--- config.mk ---
export PLATFORM = sky130hd
export DESIGN_NAME = chd_step
export DESIGN_NICKNAME = d
export VERILOG_FILES = /design/src/rtl/chd_pkg.sv /design/src/rtl/chd_step.sv
export SDC_FILE = /design/constraint.sdc
export NUM_CORES = 1
export LEC_CHECK = 0
export BUFFER_PORTS_ARGS = -buffer_cell sky130_fd_sc_hd__buf_2
export CAP_MARGIN = 10
export CORE_ASPECT_RATIO = 1.75
export CORE_MARGIN = 4
export CORE_UTILIZATION = 34
export DETAILED_ROUTE_END_ITERATION = 7
export SLEW_MARGIN = 40
export SYNTH_ARGS = -nofsm -noshare
export SYNTH_HDL_FRONTEND = slang
export SYNTH_SLANG_ARGS = --single-unit
--- constraint.sdc ---
create_clock -name vclk -period 6.56
set_clock_uncertainty 0.05 [all_clocks]
set_input_delay 1.64 -clock vclk [all_inputs]
set_output_delay 1.64 -clock vclk [all_outputs]
set_load 0.01 [all_outputs]
--- src/rtl/chd_pkg.sv ---
// ----------------------------------------------------------------------------
// chd_pkg
// Shared widths, command and status codes for the canonical Huffman decoder.
// ----------------------------------------------------------------------------
package chd_pkg;

  localparam int MAX_LEN_DEF     = 16;
  localparam int MAX_SYMBOLS_DEF = 512;

  localparam int CMD_W    = 2;
  localparam int SLOT_W   = 9;
  localparam int VALUE_W  = 16;
  localparam int BOUND_W  = 10;
  localparam int SYM_W    = 16;
  localparam int LEN_W    = 5;
  localparam int STATUS_W = 2;

  localparam int IN_DATA_W  = 32;
  localparam int OUT_DATA_W = 24;

  localparam logic [LEN_W-1:0] CFG_LEN_RESET = 5'd16;

  localparam logic [CMD_W-1:0] CMD_LOAD_COUNT  = 2'd0;
  localparam logic [CMD_W-1:0] CMD_LOAD_SYMBOL = 2'd1;
  localparam logic [CMD_W-1:0] CMD_DECODE      = 2'd2;
  localparam logic [CMD_W-1:0] CMD_CLEAR       = 2'd3;

  localparam logic [STATUS_W-1:0] ST_MORE    = 2'd0;
  localparam logic [STATUS_W-1:0] ST_SYMBOL  = 2'd1;
  localparam logic [STATUS_W-1:0] ST_INVALID = 2'd2;

  typedef struct packed {
    logic [STATUS_W-1:0] status;
    logic [LEN_W-1:0]    code_length;
  } step_res_t;

endpackage

--- src/rtl/chd_step.sv ---
// ----------------------------------------------------------------------------
// chd_step
// One decode bit: shift the bit in, test the canonical range of this length.
// ----------------------------------------------------------------------------
module chd_step #(
  parameter int MAX_LEN     = chd_pkg::MAX_LEN_DEF,
  parameter int MAX_SYMBOLS = chd_pkg::MAX_SYMBOLS_DEF
) (
  input  logic [MAX_LEN-1:0]                 acc,
  input  logic [MAX_LEN:0]                   first,
  input  logic [chd_pkg::LEN_W-1:0]          bits_taken,
  input  logic [chd_pkg::BOUND_W-1:0]        base,
  input  logic [chd_pkg::BOUND_W-1:0]        top,
  input  logic                               bit_in,
  input  logic [chd_pkg::LEN_W-1:0]          max_len_cfg,
  output chd_pkg::step_res_t                 res,
  output logic [$clog2(MAX_SYMBOLS)-1:0]     rd_addr,
  output logic [MAX_LEN-1:0]                 acc_nxt,
  output logic [MAX_LEN:0]                   first_nxt
);

  localparam int SYM_AW  = $clog2(MAX_SYMBOLS);
  localparam int FIRST_W = MAX_LEN + 1;
  localparam int W0      = (MAX_LEN > chd_pkg::BOUND_W) ? MAX_LEN : chd_pkg::BOUND_W;
  localparam int IDX_W   = ((W0 > SYM_AW) ? W0 : SYM_AW) + 1;

  logic [chd_pkg::LEN_W-1:0] len;
  logic [chd_pkg::LEN_W-1:0] n_used;
  logic [MAX_LEN:0]          code_wide;
  logic [MAX_LEN-1:0]        code;
  logic [IDX_W-1:0]          idx;
  logic [FIRST_W-1:0]        sum;
  logic                      below;
  logic                      hit;
  logic                      in_range;

  always_comb begin
    len       = bits_taken + chd_pkg::LEN_W'(1);
    if (max_len_cfg == '0) begin
      n_used = chd_pkg::LEN_W'(1);
    end else if (32'(max_len_cfg) > 32'(MAX_LEN)) begin
      n_used = chd_pkg::LEN_W'(MAX_LEN);
    end else begin
      n_used = max_len_cfg;
    end
    code_wide = {acc, bit_in};
    code      = code_wide[MAX_LEN-1:0];
    below     = FIRST_W'(code) < first;
    idx       = IDX_W'(code) - IDX_W'(first) + IDX_W'(base);
    hit       = idx < IDX_W'(top);
    in_range  = idx < IDX_W'(MAX_SYMBOLS);

    res.code_length = len;
    if (below) begin
      res.status = chd_pkg::ST_INVALID;
    end else if (hit) begin
      res.status = in_range ? chd_pkg::ST_SYMBOL : chd_pkg::ST_INVALID;
    end else if (len >= n_used) begin
      res.status = chd_pkg::ST_INVALID;
    end else begin
      res.status = chd_pkg::ST_MORE;
    end

    // start code of the next length: (first + count) << 1
    sum       = first + FIRST_W'(top) - FIRST_W'(base);
    first_nxt = {sum[FIRST_W-2:0], 1'b0};
    acc_nxt   = code;
    rd_addr   = idx[SYM_AW-1:0];
  end

endmodule

==> results.ini <==
[status]
status = finished, violations left
violations = negative setup slack

[global_route]
antenna_found_initial = 0
grt_max_degree = 12
grt_pass1_wl_um = 15100
grt_pass1_vias = 3546
overflow = 0
grt_util_all_layers_pct = 17.0

[final_layout]
seqCellArea_um2 = 0
seq_cell_count = 0
stdcell_count = 701
nets = 733
syn_to_final_growth_pct = 40.3
fin_util_pct = 48.7
num-fill-cells = 925
drive_gt1_share_pct = 37.2
num_antenna_cells = 0
clkbuf_count = 0

[yosys]
synth_top_cell_by_area = ha_1
synth_cell_types = 50
seq_area_frac_synth_pct = 0
synth_warnings = 0
yosys-top-cells-count = inv_1, ha_1, a21oi_1
synth_nets = 574
yosys.area.top_type_share_pct = 25.5
synth.most_common_cell = inv_1
netlist_area_um2 = 3140
syn_inst = 424
synthTopCellsByArea = ha_1, fa_1, inv_1
syn_avg_cell_area_um2 = 7.40

[floorplan]
pin_count = 113
fp.dieW_um = 80.6
rows = 46
dieArea_um2 = 10900
initial_core_util_pct = 34.7
chipHeight_um = 135
core_um2 = 9040

[detailed_routing]
drtPass1Iterations = 4
drc_errors = 0
drt_iter0_markers = 86
antenna_left = 0
avgViaCountPerCell = 4.91
num_vias = 3443
routedWlPerCell_um = 13.3
wl_um = 9350

[placed_design]
hpwlAfterDp_um = 8430
port_buffers = 111
dp_cells = 692
gp_congestion = 0.908

[critical_path]
crit_path_start_kind = input port
path_max_fanout = 2
cp_data_arrival_time_ns = 5.33
required_ns = 4.87
worstSetupPathType = input port to output port
worstSetupEndpointType = output port

[timing]
worst_slack_ns = -0.459
drv_slew = 0
fin_crit_sh_pct = 107
hold_viol = 0
post-route-min-period_ns = 7.02
clock.fmax_mhz = 142
finalSetupViolCount = 2
rsz0062_at_grt = yes

[min_path]
hp-class = input port to output port

[pwr]
p_leak_nw = 2.50
finalPower_w = 0.000712
ir_drop_mv = 0.0643
p_per_area_nw_per_um2 = 162

[job]
maxCapViolCount = 0

[clock_tree]
cts_hold_buf = 0

[stage by stage]
step                      hold WS, ns  setup TNS (ns)  setup WS [ns]  cell area (µm²)
after floorplan                  3.27          -0.208         -0.160             3170
after global placement           3.43           -1.13         -0.645             4170
after detailed placement         3.43           -1.51         -0.818             4170
after CTS                        3.43           -1.33         -0.686             4290
after global routing             3.45           -1.37         -0.718             4400
final                            3.43          -0.829         -0.459             4400
[cell families after synthesis]
| kind of cell | after synthesis | synth area share, % |
|---|---|---|
| other cells | 1 | 0.119 |
| fa+ha+maj | 86 | 39.5 |
| compound gates | 99 | 21.4 |
| xor+xnor | 24 | 6.70 |
| simple gates | 83 | 13.9 |
| mux | 3 | 1.04 |
| buf+inv | 128 | 17.3 |
[layout by cell type, fill, tap and decap left out, types with 5 or more instances in the layout]
| cell type | Yosys | routed |
|---|---|---|
| a21o_1 | 9 | 9 |
| a21oi_1 | 28 | 26 |
| and3_1 | 5 | 5 |
| buf_2 | 0 | 106 |
| buf_4 | 17 | 66 |
| buf_6 | 0 | 5 |
| fa_1 | 22 | 19 |
| ha_1 | 64 | 58 |
| ha_4 | 0 | 5 |
| inv_1 | 107 | 100 |
| inv_2 | 0 | 6 |
| nand2_1 | 19 | 19 |
| nand2b_1 | 7 | 7 |
| nand3_1 | 7 | 7 |
| nor2_1 | 17 | 15 |
| nor2b_1 | 7 | 7 |
| o211ai_1 | 5 | 5 |
| o21a_1 | 8 | 8 |
| o21ai_0 | 14 | 12 |
| xnor2_1 | 17 | 15 |
| xor2_1 | 7 | 7 |
[power breakdown]
group	switching, W	internal [W]	total, W
sequential	0	0	0
clock	0	0	0
combinational	0.000355	0.000356	0.000712
[worst max-delay path: stages]
cell and delay, ns:
buf_8 0.08, inv_4 0.03, fa_2 0.59, inv_2 0.05
ha_4 0.21, a211oi_2 0.20, o21bai_2 0.10, o41ai_2 0.27
nand2_1 0.15, xor2_1 0.17, ha_1 0.32, a22oi_1 0.17
o311ai_1 0.13, nor4_1 0.24, nand4_1 0.15, a2111oi_2 0.23
nand2_1 0.15, mux2_4 0.32, buf_6 0.12
[what timing repair did]
| action | in CTS | in global routing |
|---|---|---|
| pin swaps | 24 | 22 |
| setup endpoints to repair | 3 | 3 |
| buffers inserted | 6 | 3 |
| hold endpoints to repair | 0 | 0 |
| gates resized for setup | 17 | 25 |
| cloned | 0 | 0 |
[routing by layer]
layer | up-vias | GRT usage, % | share of wire (%)
met5 | - | 0 | 0
met4 | 0 | 4.04 | 2.4
met3 | 14 | 0.801 | 5.3
met2 | 115 | 35.3 | 55
met1 | 1587 | 17.7 | 37
li1 | 1727 | - | -
[path summary, 6_finish.rpt]
check  startpoint    endpoint  slack, ns  cells past startpoint
min        bit_in  acc_nxt[0]       3.43                      2
max       base[1]      res[6]      -0.46                     19
[final cells by class]
type               instances  area, µm²  share of cell area, %
well taps                120        150                   3.41
repair buffers           178       1100                   24.9
multi-input cells        296       2750                   62.5
inverters                107        404                   9.18
(Power assumes the default switching activity.)
